==> src/hdl/button_debounce_press_classifier_top_macros.svh <==
// ----------------------------------------------------------------------------
// button_debounce_press_classifier_top_macros
// Assertion helpers for the button classifier.
// ----------------------------------------------------------------------------
// All checks are sampled on i_clk and are off while i_rst_n is low.
`ifndef BUTTON_DEBOUNCE_PRESS_CLASSIFIER_TOP_MACROS_SVH
`define BUTTON_DEBOUNCE_PRESS_CLASSIFIER_TOP_MACROS_SVH

// Expression must hold at every sampled edge.
`define BDPC_ASSERT_ALWAYS(lbl, expr, msg) \
    lbl: assert property (@(posedge i_clk) disable iff (!i_rst_n) (expr)) else $error(msg);

// Antecedent at one edge implies consequent at the next edge.
`define BDPC_ASSERT_NEXT(lbl, ante, cons, msg) \
    lbl: assert property (@(posedge i_clk) disable iff (!i_rst_n) (ante) |=> (cons)) \
        else $error(msg);

`endif

==> src/hdl/bdpc_pkg.sv <==
// ----------------------------------------------------------------------------
// bdpc_pkg
// Constants, types and the per-button update for the button classifier.
// ----------------------------------------------------------------------------
package bdpc_pkg;

    localparam int BUTTON_COUNT = 4;
    localparam int FIELD_W      = 4;   // width of every mask field
    localparam int SINCE_W      = 10;
    localparam int DUR_W        = 16;
    localparam int CFG_IDX_W    = 2;
    localparam int CFG_DATA_W   = 16;

    localparam logic [SINCE_W-1:0] SINCE_MAX      = '1;
    localparam logic [DUR_W-1:0]   DUR_MAX        = '1;
    localparam logic [SINCE_W-1:0] DEBOUNCE_RESET = SINCE_W'(50);
    localparam logic [DUR_W-1:0]   LONG_RESET     = DUR_W'(1000);

    // register indexes
    localparam logic [CFG_IDX_W-1:0] REG_DEBOUNCE = CFG_IDX_W'(0);
    localparam logic [CFG_IDX_W-1:0] REG_LONG     = CFG_IDX_W'(1);

    typedef struct packed {
        logic               prev_raw;
        logic               stable;
        logic [SINCE_W-1:0] since;
        logic [DUR_W-1:0]   dur;
        logic               long_fired;
    } t_btn;

    typedef struct packed {
        t_btn st;
        logic short_hit;
        logic long_hit;
        logic rel_hit;
    } t_btn_res;

    localparam t_btn BTN_RESET = '{
        prev_raw:   1'b1,
        stable:     1'b1,
        since:      '0,
        dur:        '0,
        long_fired: 1'b0
    };

    // One tick of one button.
    function automatic t_btn_res btn_step(
        input t_btn               st,
        input logic               raw,
        input logic [SINCE_W-1:0] deb,
        input logic [DUR_W-1:0]   lpt
    );
        t_btn_res res;
        res           = '0;
        res.st        = st;

        if (raw != st.prev_raw) begin
            res.st.since = '0;
        end else if (st.since != SINCE_MAX) begin
            res.st.since = st.since + SINCE_W'(1);
        end

        if (!st.stable && st.dur != DUR_MAX) begin
            res.st.dur = st.dur + DUR_W'(1);
        end

        if (res.st.since > deb && raw != st.stable) begin
            res.st.stable = raw;
            if (!raw) begin
                res.st.dur        = '0;
                res.st.long_fired = 1'b0;
            end else begin
                res.short_hit = !st.long_fired && (res.st.dur < lpt);
                res.rel_hit   = 1'b1;
            end
        end

        if (!res.st.stable && res.st.dur >= lpt && !res.st.long_fired) begin
            res.long_hit      = 1'b1;
            res.st.long_fired = 1'b1;
        end

        res.st.prev_raw = raw;
        return res;
    endfunction

endpackage

==> src/hdl/button_debounce_press_classifier_top.sv <==
// ----------------------------------------------------------------------------
// button_debounce_press_classifier_top
// Debounces four active-low buttons and flags short, long and release events.
// ----------------------------------------------------------------------------
//
//  channel   direction  handshake                 payload
//  -------   ---------  ------------------------  -----------------------------
//  tick in   in         i_valid / o_stall         i_raw_levels
//  event out out        o_valid / i_stall         o_short_mask, o_long_mask,
//                                                 o_release_mask, o_stable_mask
//  config    in         i_cfg_valid / o_cfg_ready i_cfg_index, i_cfg_data
//
//  One tick beat per cycle while i_stall stays low; each beat goes through the
//  input register, then the per-button update into the result register.
//  The update is a single pass over the button counters: two saturating
//  increments and a compare against each setting, per button, all buttons
//  in parallel.
//  Reset (i_rst_n low, synchronous) releases all buttons, clears counters and
//  restores debounce 50 / long press 1000 ticks.
//  While the result register is held by i_stall, one more tick beat is still
//  taken into the input register; o_stall rises only when both are full.
//  Config writes are always ready and take effect on the next tick.
//
`include "button_debounce_press_classifier_top_macros.svh"

module button_debounce_press_classifier_top (
    input  logic                           i_clk,
    input  logic                           i_rst_n,
    // tick input
    input  logic                           i_valid,
    output logic                           o_stall,
    input  logic [bdpc_pkg::FIELD_W-1:0]   i_raw_levels,
    // event output
    output logic                           o_valid,
    input  logic                           i_stall,
    output logic [bdpc_pkg::FIELD_W-1:0]   o_short_mask,
    output logic [bdpc_pkg::FIELD_W-1:0]   o_long_mask,
    output logic [bdpc_pkg::FIELD_W-1:0]   o_release_mask,
    output logic [bdpc_pkg::FIELD_W-1:0]   o_stable_mask,
    // config write
    input  logic                           i_cfg_valid,
    output logic                           o_cfg_ready,
    input  logic [bdpc_pkg::CFG_IDX_W-1:0] i_cfg_index,
    input  logic [bdpc_pkg::CFG_DATA_W-1:0] i_cfg_data
);
    import bdpc_pkg::*;

    // settings
    logic [SINCE_W-1:0] r_debounce;
    logic [DUR_W-1:0]   r_long_ticks;

    // input stage
    logic                    r_in_valid;
    logic [BUTTON_COUNT-1:0] r_in_raw;

    // per-button state
    t_btn r_btn [BUTTON_COUNT];
    t_btn n_btn [BUTTON_COUNT];

    // result stage
    logic               r_out_valid;
    logic [FIELD_W-1:0] r_short;
    logic [FIELD_W-1:0] r_long;
    logic [FIELD_W-1:0] r_rel;
    logic [FIELD_W-1:0] r_stab;
    logic [FIELD_W-1:0] n_short;
    logic [FIELD_W-1:0] n_long;
    logic [FIELD_W-1:0] n_rel;
    logic [FIELD_W-1:0] n_stab;

    logic in_take;    // tick beat accepted
    logic out_block;  // result register cannot be refilled
    logic advance;    // input stage moves into result stage

    assign out_block = r_out_valid && i_stall;
    assign advance   = r_in_valid && !out_block;
    assign o_stall   = r_in_valid && out_block;
    assign in_take   = i_valid && !o_stall;

    assign o_cfg_ready = 1'b1;

    // per-button update, all buttons side by side
    always_comb begin
        t_btn_res res;
        n_short = '0;
        n_long  = '0;
        n_rel   = '0;
        n_stab  = '0;
        for (int b = 0; b < BUTTON_COUNT; b++) begin
            res        = btn_step(r_btn[b], r_in_raw[b], r_debounce, r_long_ticks);
            n_btn[b]   = res.st;
            n_short[b] = res.short_hit;
            n_long[b]  = res.long_hit;
            n_rel[b]   = res.rel_hit;
            n_stab[b]  = res.st.stable;
        end
    end

    // config registers
    always_ff @(posedge i_clk) begin
        if (!i_rst_n) begin
            r_debounce   <= DEBOUNCE_RESET;
            r_long_ticks <= LONG_RESET;
        end else if (i_cfg_valid && o_cfg_ready) begin
            case (i_cfg_index)
                REG_DEBOUNCE: r_debounce   <= i_cfg_data[SINCE_W-1:0];
                REG_LONG:     r_long_ticks <= i_cfg_data[DUR_W-1:0];
                default:      ;  // unknown index, dropped
            endcase
        end
    end

    // input stage
    always_ff @(posedge i_clk) begin
        if (!i_rst_n) begin
            r_in_valid <= 1'b0;
        end else if (in_take) begin
            r_in_valid <= 1'b1;
        end else if (advance) begin
            r_in_valid <= 1'b0;
        end
    end

    always_ff @(posedge i_clk) begin
        if (in_take) begin
            r_in_raw <= i_raw_levels[BUTTON_COUNT-1:0];
        end
    end

    // button state commits only when the tick moves on
    always_ff @(posedge i_clk) begin
        if (!i_rst_n) begin
            for (int b = 0; b < BUTTON_COUNT; b++) begin
                r_btn[b] <= BTN_RESET;
            end
        end else if (advance) begin
            for (int b = 0; b < BUTTON_COUNT; b++) begin
                r_btn[b] <= n_btn[b];
            end
        end
    end

    // result stage
    always_ff @(posedge i_clk) begin
        if (!i_rst_n) begin
            r_out_valid <= 1'b0;
        end else if (advance) begin
            r_out_valid <= 1'b1;
        end else if (!i_stall) begin
            r_out_valid <= 1'b0;
        end
    end

    always_ff @(posedge i_clk) begin
        if (advance) begin
            r_short <= n_short;
            r_long  <= n_long;
            r_rel   <= n_rel;
            r_stab  <= n_stab;
        end
    end

    assign o_valid        = r_out_valid;
    assign o_short_mask   = r_short;
    assign o_long_mask    = r_long;
    assign o_release_mask = r_rel;
    assign o_stable_mask  = r_stab;

    // ------------------------------------------------------------------
    // checks
    // ------------------------------------------------------------------
    // a long press only fires while the button is held down
    `BDPC_ASSERT_ALWAYS(a_long_while_pressed,
        !o_valid || ((o_long_mask & o_stable_mask) == '0), "long press on released button")
    // a short press always comes with a release
    `BDPC_ASSERT_ALWAYS(a_short_has_release,
        !o_valid || ((o_short_mask & ~o_release_mask) == '0), "short press without release")
    // a release leaves the button released
    `BDPC_ASSERT_ALWAYS(a_release_is_up,
        !o_valid || ((o_release_mask & ~o_stable_mask) == '0), "release but level pressed")
    // with both stages full and the output held, nothing is dropped
    `BDPC_ASSERT_NEXT(a_full_holds, r_in_valid && r_out_valid && i_stall,
        r_in_valid && r_out_valid, "beat lost while stalled")

endmodule

==> config.mk <==
export PLATFORM = sky130hd
export DESIGN_NAME = button_debounce_press_classifier_top
export DESIGN_NICKNAME = d
export VERILOG_FILES = /design/src/hdl/bdpc_pkg.sv /design/src/hdl/button_debounce_press_classifier_top.sv
export VERILOG_INCLUDE_DIRS = /design/src /design/src/hdl
export SDC_FILE = /design/constraint.sdc
export NUM_CORES = 1
export LEC_CHECK = 0
export ABC_AREA = 1
export BUFFER_PORTS_ARGS = -buffer_cell sky130_fd_sc_hd__buf_2
export CAP_MARGIN = 40
export CORE_ASPECT_RATIO = 0.8
export CORE_UTILIZATION = 64
export CTS_CLUSTER_SIZE = 25
export DETAILED_ROUTE_END_ITERATION = 12
export GPL_TIMING_DRIVEN = 0
export PLACE_DENSITY = 0.82
export SLEW_MARGIN = 30
export SYNTH_ARGS = -nofsm -noshare
export SYNTH_HDL_FRONTEND = slang
export SYNTH_SLANG_ARGS = --single-unit
==> constraint.sdc <==
create_clock -name i_clk -period 7.4 [get_ports i_clk]
set_input_delay 1.85 -clock i_clk [delete_from_list [all_inputs] [get_ports i_clk]]
set_output_delay 1.85 -clock i_clk [all_outputs]
set_load 0.1 [all_outputs]
==> impl_metrics.py, run 1 <==
metrics = {
    "route": {
        "vias": 11460,
        "vias_per_cell": 5.874,
        "drt.antenna.violating_nets": 0,
        "first_pass_iters": 6,
        "drc_errors": 0,
        "wl_um": 33350,
        "drt-wirelength-per-cell_um": 17.09,
        "drt_iter0_drc": 1196,
    },
    "power_and_ir_drop": {
        "p_seq_frac": 0.446,
        "p_clk_frac": 0.335,
        "power-per-cell-area_nw_per_um2": 176.3,
        "netSwitchingFraction": 0.3181,
        "vdd_drop_max_mv": 0.1502,
        "p_int_mw": 1.685,
        "p_leak_nw": 6.602,
        "p_switching_mw": 0.7860,
        "pwr-share-comb": 0.219,
        "p_total_mw": 2.471,
    },
    "sta": {
        "setup-violations-final": 0,
        "whs_ps": 606.7,
        "max_freq_ghz": 0.2024,
        "slew_headroom": 0.4737,
        "slew_viol_final": 0,
        "layout_worst_path_cycle_share": 0.6677,
        "setup-tns-final_ps": 0,
        "period_needed_ps": 4941,
        "hold_violations": 0,
        "finClkSkew_ps": 12.54,
        "rsz0062_at_grt": "false",
        "tightestPinTransition_ps": 789.4,
        "setup_ws_ps": 2459,
    },
    "floorplanning": {
        "fp.dieW_um": 160.6,
        "die_y_um": 128.9,
        "coreArea_um2": 19740,
        "initial_utilization": 0.6524,
        "dieArea_um2": 20700,
        "io-pin-count": 46,
        "rows": 46,
    },
    "cts": {
        "htree_levels": 4,
        "clk_pin_slew_ps": 70,
        "post_cts_resized": 0,
        "postCtsSetupBuffers": 0,
        "clockBufferDepth": 2,
        "tritoncts": "yes",
        "numCtsBuffers": 17,
        "clock_sinks": 164,
        "clock_latency_ps": 440,
        "postCtsHoldBufs": 0,
        "root_buffer": "clkbuf_16",
    },
    "final_layout": {
        "finalNonFillerCells": 1951,
        "stdcell_area_um2": 14020,
        "layout_commonest_cell": "nand2_1",
        "drive_gt1_frac": 0.08477,
        "layout_common_cells": "nand2_1 (273), inv_1 (251), ha_1 (172), nor2_1 (169), edfxtp_1 (136)",
        "utilization": 0.7102,
        "diodes": 0,
        "areaGrowthSynthToFinish_pct": 8.860,
        "nNetsFinal": 1875,
    },
    "setup_path": {
        "start_kind": "register",
        "path_max_fanout": 10,
        "critPathKind": "reg2reg",
        "critical_path.max_stage_delay_ps": 400,
        "crit_required_ps": 7680,
        "critPathArrivalTime_ps": 5220,
        "cp_slowest_cell": "edfxtp_1",
        "critPathCaptureType": "register",
    },
    "logic_synthesis": {
        "synth-async-reset-ratio": 0,
        "yosys_most_used_dff": "edfxtp_1",
        "synthCells": 1611,
        "synth_cell_types": 43,
        "synth_largest_area_cell": "edfxtp_1",
        "yosysTopAreaCellShare": 0.3171,
        "synth_edf_count": 136,
        "syn-cell-area_um2": 12880,
        "synth_area_leaders": "edfxtp_1 (32%), ha_1 (17%), nand2_1 (8.0%)",
        "synth_warnings": 0,
        "syn-num-nets": 1810,
        "yosysSeqAreaShare": 0.3606,
        "yosys_register_bits": 164,
        "avgSynthCellArea_um2": 7.994,
    },
    "grt": {
        "grt_pass1_vias": 10670,
        "grt-ovfl-total": 0,
        "track_usage": 0.3270,
        "grt_max_degree": 50,
        "grt_pass1_wl_um": 52310,
        "antenna_found_initial": 0,
    },
    "placed_design": {
        "hpwlAfterDp_um": 25060,
        "io_buffers": 43,
        "placedInstanceArea_um2": 13500,
        "pre_cts_slack_ps": 2676,
        "gp_congestion": 0.9586,
        "post-place-cells": 1921,
    },
    "hold_path": {
        "hp-class": "reg2reg",
    },
    "job": {
        "cap_violations": 0,
    },
    "run_status": {
        "status": "finished, final reports clean",
    },
}
## layer usage
metal	part of all wire	routed length, um	vias to the layer above	global-route usage
met4	0.040	1327	0	0.1619
met3	0.084	2811	83	0.05061
met5	0	0	-	0
met2	0.44	14590	557	0.5149
met1	0.44	14610	5280	0.4420
li1	-	-	5541	-
## registers in the layout, summed over array words and instances, names as in the netlist
signal,cells
o_stable_mask,4
r_debounce,10
r_in_valid,1
o_long_mask,4
o_valid,1
r_long_ticks,16
r_in_raw,4
o_release_mask,4
o_short_mask,4
r_btn,116
## cell type report
class	count	area, um^2
plain buffers	32	155.1
multi-input cells	1155	7118
clock buffers	19	432.9
flip-flops and latches	164	4644
fillers	1529	5722
inverters	260	975.9
repair buffers	46	274.0
well taps	264	330.3
clock inverters	11	88.84
## critical path, delay by kind of cell (launching register included)
kind	cells	cell delay, ps
DFF	1	400
AOI/OAI and AO/OA	4	510
adders and majority gates	3	850
and+or+nand+nor	18	2200
buffers and inverters	7	790
## final timing paths
| kind | start | endpoint | slack (ps) | depth (start not counted) |
|---|---|---|---|---|
| worst min register to register | r_debounce[7] | r_debounce[7] | 610 | 2 |
| worst max-delay path | r_btn[3][17] | r_btn[3][0] | 2460 | 32 |
| worst max register to register | r_btn[3][17] | r_btn[3][0] | 2460 | 32 |
| worst min-delay path | r_debounce[7] | r_debounce[7] | 610 | 2 |
## power groups by stage
stage	Sequential [mW]	Combinational, mW	Clock (mW)
floorplan	1.14	0.355	0
global placement	1.13	0.492	0
detailed placement	1.12	0.523	0
CTS	1.10	0.529	0.829
global route	1.11	0.601	0.861
finish	1.10	0.540	0.828
## cells by family after synthesis
logic type | Yosys count | synth area share
adder cells (fa/ha/maj) | 172 | 0.1671
buffers and inverters | 292 | 0.08783
AND/OR/NAND/NOR | 702 | 0.2462
other | 1 | 0.0002912
XOR/XNOR | 68 | 0.04741
AO/OA/AOI/OAI | 212 | 0.09055
flip-flops | 164 | 0.3606
## cells in the mapped netlist (15+ instances only)
library cell  count
nor2_1          170
inv_1           251
o21ai_0          57
nand2_1         274
clkbuf_1         18
edfxtp_1        136
nor3_1           97
nand4_1          25
a21oi_1         117
ha_1            172
dfxtp_1          28
nand3_1          64
xor2_1           55
nor4_1           20
o211ai_1         15
Power figures use the tool's default switching activity.
==> run 2, diff against run 1 <==
--- a/config.mk
+++ b/config.mk
@@ -6,15 +6,15 @@
 export SDC_FILE = /design/constraint.sdc
 export NUM_CORES = 1
 export LEC_CHECK = 0
-export ABC_AREA = 1
+export ABC_AREA = 0
 export BUFFER_PORTS_ARGS = -buffer_cell sky130_fd_sc_hd__buf_2
 export CAP_MARGIN = 40
 export CORE_ASPECT_RATIO = 0.8
-export CORE_UTILIZATION = 64
+export CORE_UTILIZATION = 58
 export CTS_CLUSTER_SIZE = 25
 export DETAILED_ROUTE_END_ITERATION = 12
 export GPL_TIMING_DRIVEN = 0
-export PLACE_DENSITY = 0.82
+export PLACE_DENSITY = 0.78
 export SLEW_MARGIN = 30
 export SYNTH_ARGS = -nofsm -noshare
 export SYNTH_HDL_FRONTEND = slang
==> constraint.sdc (replaced) <==
create_clock -name i_clk -period 4.28 [get_ports i_clk]
set_input_delay 1.07 -clock i_clk [delete_from_list [all_inputs] [get_ports i_clk]]
set_output_delay 1.07 -clock i_clk [all_outputs]
set_load 0.1 [all_outputs]
==> run 2 against run 1 <==
Compared with the run above:
- the run now ends with design-rule violations, negative setup slack left
- setup slack got worse by 3100 ps
- via count decreased by 2.1%
- core utilization increased by 1.1 points
- combinational power increased by 96%
- highest routed layer unchanged
==> impl_metrics.py, run 2 <==
metrics = {
    "run_status": {
        "status": "complete, but fails checks",
        "failed_checks": "design-rule violations, negative setup slack",
    },
    "cts": {
        "clock_latency_ps": 440,
        "numCtsBuffers": 17,
        "htree_levels": 4,
        "clock_sinks": 164,
        "clk_pin_slew_ps": 70,
        "postCtsHoldBufs": 0,
        "clockBufferDepth": 2,
        "tritoncts": "yes",
        "root_buffer": "clkbuf_16",
    },
    "route": {
        "drt-wirelength-per-cell_um": 19.81,
        "wl_met3_um": 3409,
        "wl_um": 35400,
        "first_pass_iters": 10,
        "drt_iter0_drc": 1302,
        "top_layer": "met4",
        "dr_wl_met2_um": 15890,
        "drt.antenna.violating_nets": 0,
        "vias_per_cell": 6.278,
        "vias": 11220,
        "drc_errors": 1,
        "wl_met1_um": 14920,
    },
    "logic_synthesis": {
        "synthAdderAreaFrac": 0.1727,
        "syn-cell-area_um2": 12460,
        "synth_compound_area_frac": 0.1180,
        "synth_cell_types": 68,
        "synth_warnings": 0,
        "yosysMostFrequentCell": "nor2_1",
        "synth_mux_area_frac": 0.009637,
        "yosys_most_used_dff": "edfxtp_1",
        "syn-num-nets": 1556,
        "synth.top_cells.by_count": "nor2_1 (199), ha_1 (172), edfxtp_1 (136)",
        "synthSimpleGateAreaFrac": 0.2278,
        "yosys_register_bits": 164,
        "synth-xor-area-share": 0.05481,
        "yosysSeqAreaShare": 0.3726,
        "avgSynthCellArea_um2": 9.185,
        "synthCells": 1357,
        "synth_area_leaders": "edfxtp_1 (33%), ha_1 (17%), nor2_1 (6.0%)",
        "synth_largest_area_cell": "edfxtp_1",
        "synth-async-reset-ratio": 0,
        "synth_top_family_by_area": "simple AND/OR/NAND/NOR gates",
        "yosysTopAreaCellShare": 0.3276,
        "synth_edf_count": 136,
    },
    "final_layout": {
        "drive_gt1_frac": 0.1989,
        "diodes": 0,
        "layout_common_cells": "nor2_1 (182), ha_1 (158), edfxtp_1 (136), inv_1 (104), nand2_1 (101)",
        "reg.largest.list": "r_btn (116), r_long_ticks (16), r_debounce (10)",
        "nNetsFinal": 1704,
        "areaGrowthSynthToFinish_pct": 20.78,
        "fill_cells": 1438,
        "largest_reg_flops": 116,
        "layout_commonest_cell": "nor2_1",
        "multi_input_area_um2": 7964,
        "top_register": "r_btn",
        "seq_area_um2": 4644,
        "stdcell_area_um2": 15050,
    },
    "placed_design": {
        "pre_cts_slack_ps": -924.2,
        "io_buffers": 44,
        "placedInstanceArea_um2": 13180,
        "gp_congestion": 0.9249,
        "hpwlAfterDp_um": 23620,
    },
    "sta": {
        "finClkSkew_ps": 10.76,
        "slew_headroom": 0.3467,
        "setup_ws_ps": -641.2,
        "hold_violations": 0,
        "period_needed_ps": 4921,
        "rsz0062_at_grt": "true",
        "tightestPinTransition_ps": 980.0,
        "slew_viol_final": 0,
        "max_freq_ghz": 0.2032,
        "setup-violations-final": 7,
        "layout_worst_path_cycle_share": 1.150,
    },
    "grt": {
        "track_usage": 0.3052,
        "antenna_found_initial": 0,
        "grt_max_degree": 42,
        "grt_pass1_vias": 10330,
        "grt_pass1_wl_um": 52760,
        "grt-ovfl-total": 0,
    },
    "setup_path": {
        "start_kind": "register",
        "crit_required_ps": 4430,
        "critPathCaptureType": "register",
        "path_max_fanout": 5,
        "critPathArrivalTime_ps": 5070,
        "critPathKind": "reg2reg",
    },
    "job": {
        "cap_violations": 0,
    },
    "floorplanning": {
        "coreArea_um2": 20880,
        "initial_utilization": 0.5971,
        "fp.dieW_um": 165.9,
        "rows": 47,
        "dieArea_um2": 22080,
        "die_y_um": 133.1,
        "io-pin-count": 46,
    },
    "power_and_ir_drop": {
        "power-per-cell-area_nw_per_um2": 297.9,
        "vdd_drop_max_mv": 0.2701,
        "p_leak_nw": 6.414,
    },
    "hold_path": {
        "hp-class": "reg2reg",
    },
}
## run 2: worst max-delay path, cell delays in order (launching register included)
cell and delay (ps):
edfxtp_1 430, ha_4 190, nand2_4 60, or3_4 330, buf_8 140, nand2b_4 60
or2_4 120, xor2_2 140, nor2_1 70, ha_1 330, nand4_1 190, buf_4 200
or3_4 350, o21ai_4 120, nor4b_4 90, buf_4 170, or2_2 300, ha_1 280
nor2_1 100, a21oi_1 110, o41ai_4 280, a21oi_2 110, o311ai_2 340, a21oi_1 110
## run 2: cell families (layout without fill, tap and decap cells)
logic type / after synthesis / after routing
buf+inv: 136 / 297
other cells: 1 / 1
fa+ha+maj: 172 / 172
xor+xnor: 78 / 78
simple gates: 570 / 570
flops: 164 / 164
compound gates: 224 / 224
mux: 12 / 12
## run 2: worst paths after layout
path / from / to / slack [ps] / depth (start not counted)
max reg2reg: r_btn[1][17] / r_btn[1][0] / -640 / 23
max: r_btn[1][17] / r_btn[1][0] / -640 / 23
min reg2reg: r_long_ticks[10] / r_long_ticks[10] / 460 / 2
min: r_long_ticks[10] / r_long_ticks[10] / 460 / 2
## run 2: per-layer routing
layer,track usage,vias to the layer above
met3,0.04724,104
met1,0.4238,5329
met5,0,-
met4,0.1251,0
li1,-,5192
met2,0.4784,593
## run 2: stage by stage
stage / std cells / TNS [ps] / power [mW] / hold WS, ps / utilization
2_1_floorplan: 1357 / -525.9 / 2.537 / 443.5 / -
3_3_place_gp: 1670 / -91380 / 2.729 / 450.4 / 0.6292
3_5_place_dp: 1672 / -5800 / 2.766 / 457.8 / 0.6315
4_1_cts: 1747 / -1740 / 4.330 / 466.8 / 0.6881
5_1_grt: 1787 / -3630 / 4.637 / 488.2 / 0.7211
6_report: 1787 / -2675 / 4.485 / 464.3 / 0.7211
## run 2: where the power goes
| group | switching, mW | total [mW] | internal, mW | leakage, nW |
|---|---|---|---|---|
| combinational | 0.640 | 1.06 | 0.423 | 4.50 |
| sequential | 0.0835 | 1.91 | 1.83 | 1.64 |
| clock | 0.700 | 1.51 | 0.813 | 0.274 |
| total | 1.42 | 4.48 | 3.06 | 6.41 |
## run 2: repair_timing
| action | in CTS | in global routing |
|---|---|---|
| endpoints found under the hold margin | 0 | 0 |
| gates resized for setup | 59 | 83 |
| pin swaps | 39 | 68 |
| endpoints found under the setup margin | 8 | 10 |
| buffers inserted | 42 | 41 |
| gates cloned | 1 | 0 |
## run 2: layout make-up
| type | count | area share |
|---|---|---|
| clock inverter | 13 | 0.008394 |
| buffer | 31 | 0.01454 |
| sequential | 164 | 0.3085 |
| multi-input combinational | 1057 | 0.5290 |
| timing repair buffer | 130 | 0.06250 |
| tap | 269 | 0.02236 |
| inverter | 104 | 0.02593 |
| clock buffer | 19 | 0.02876 |
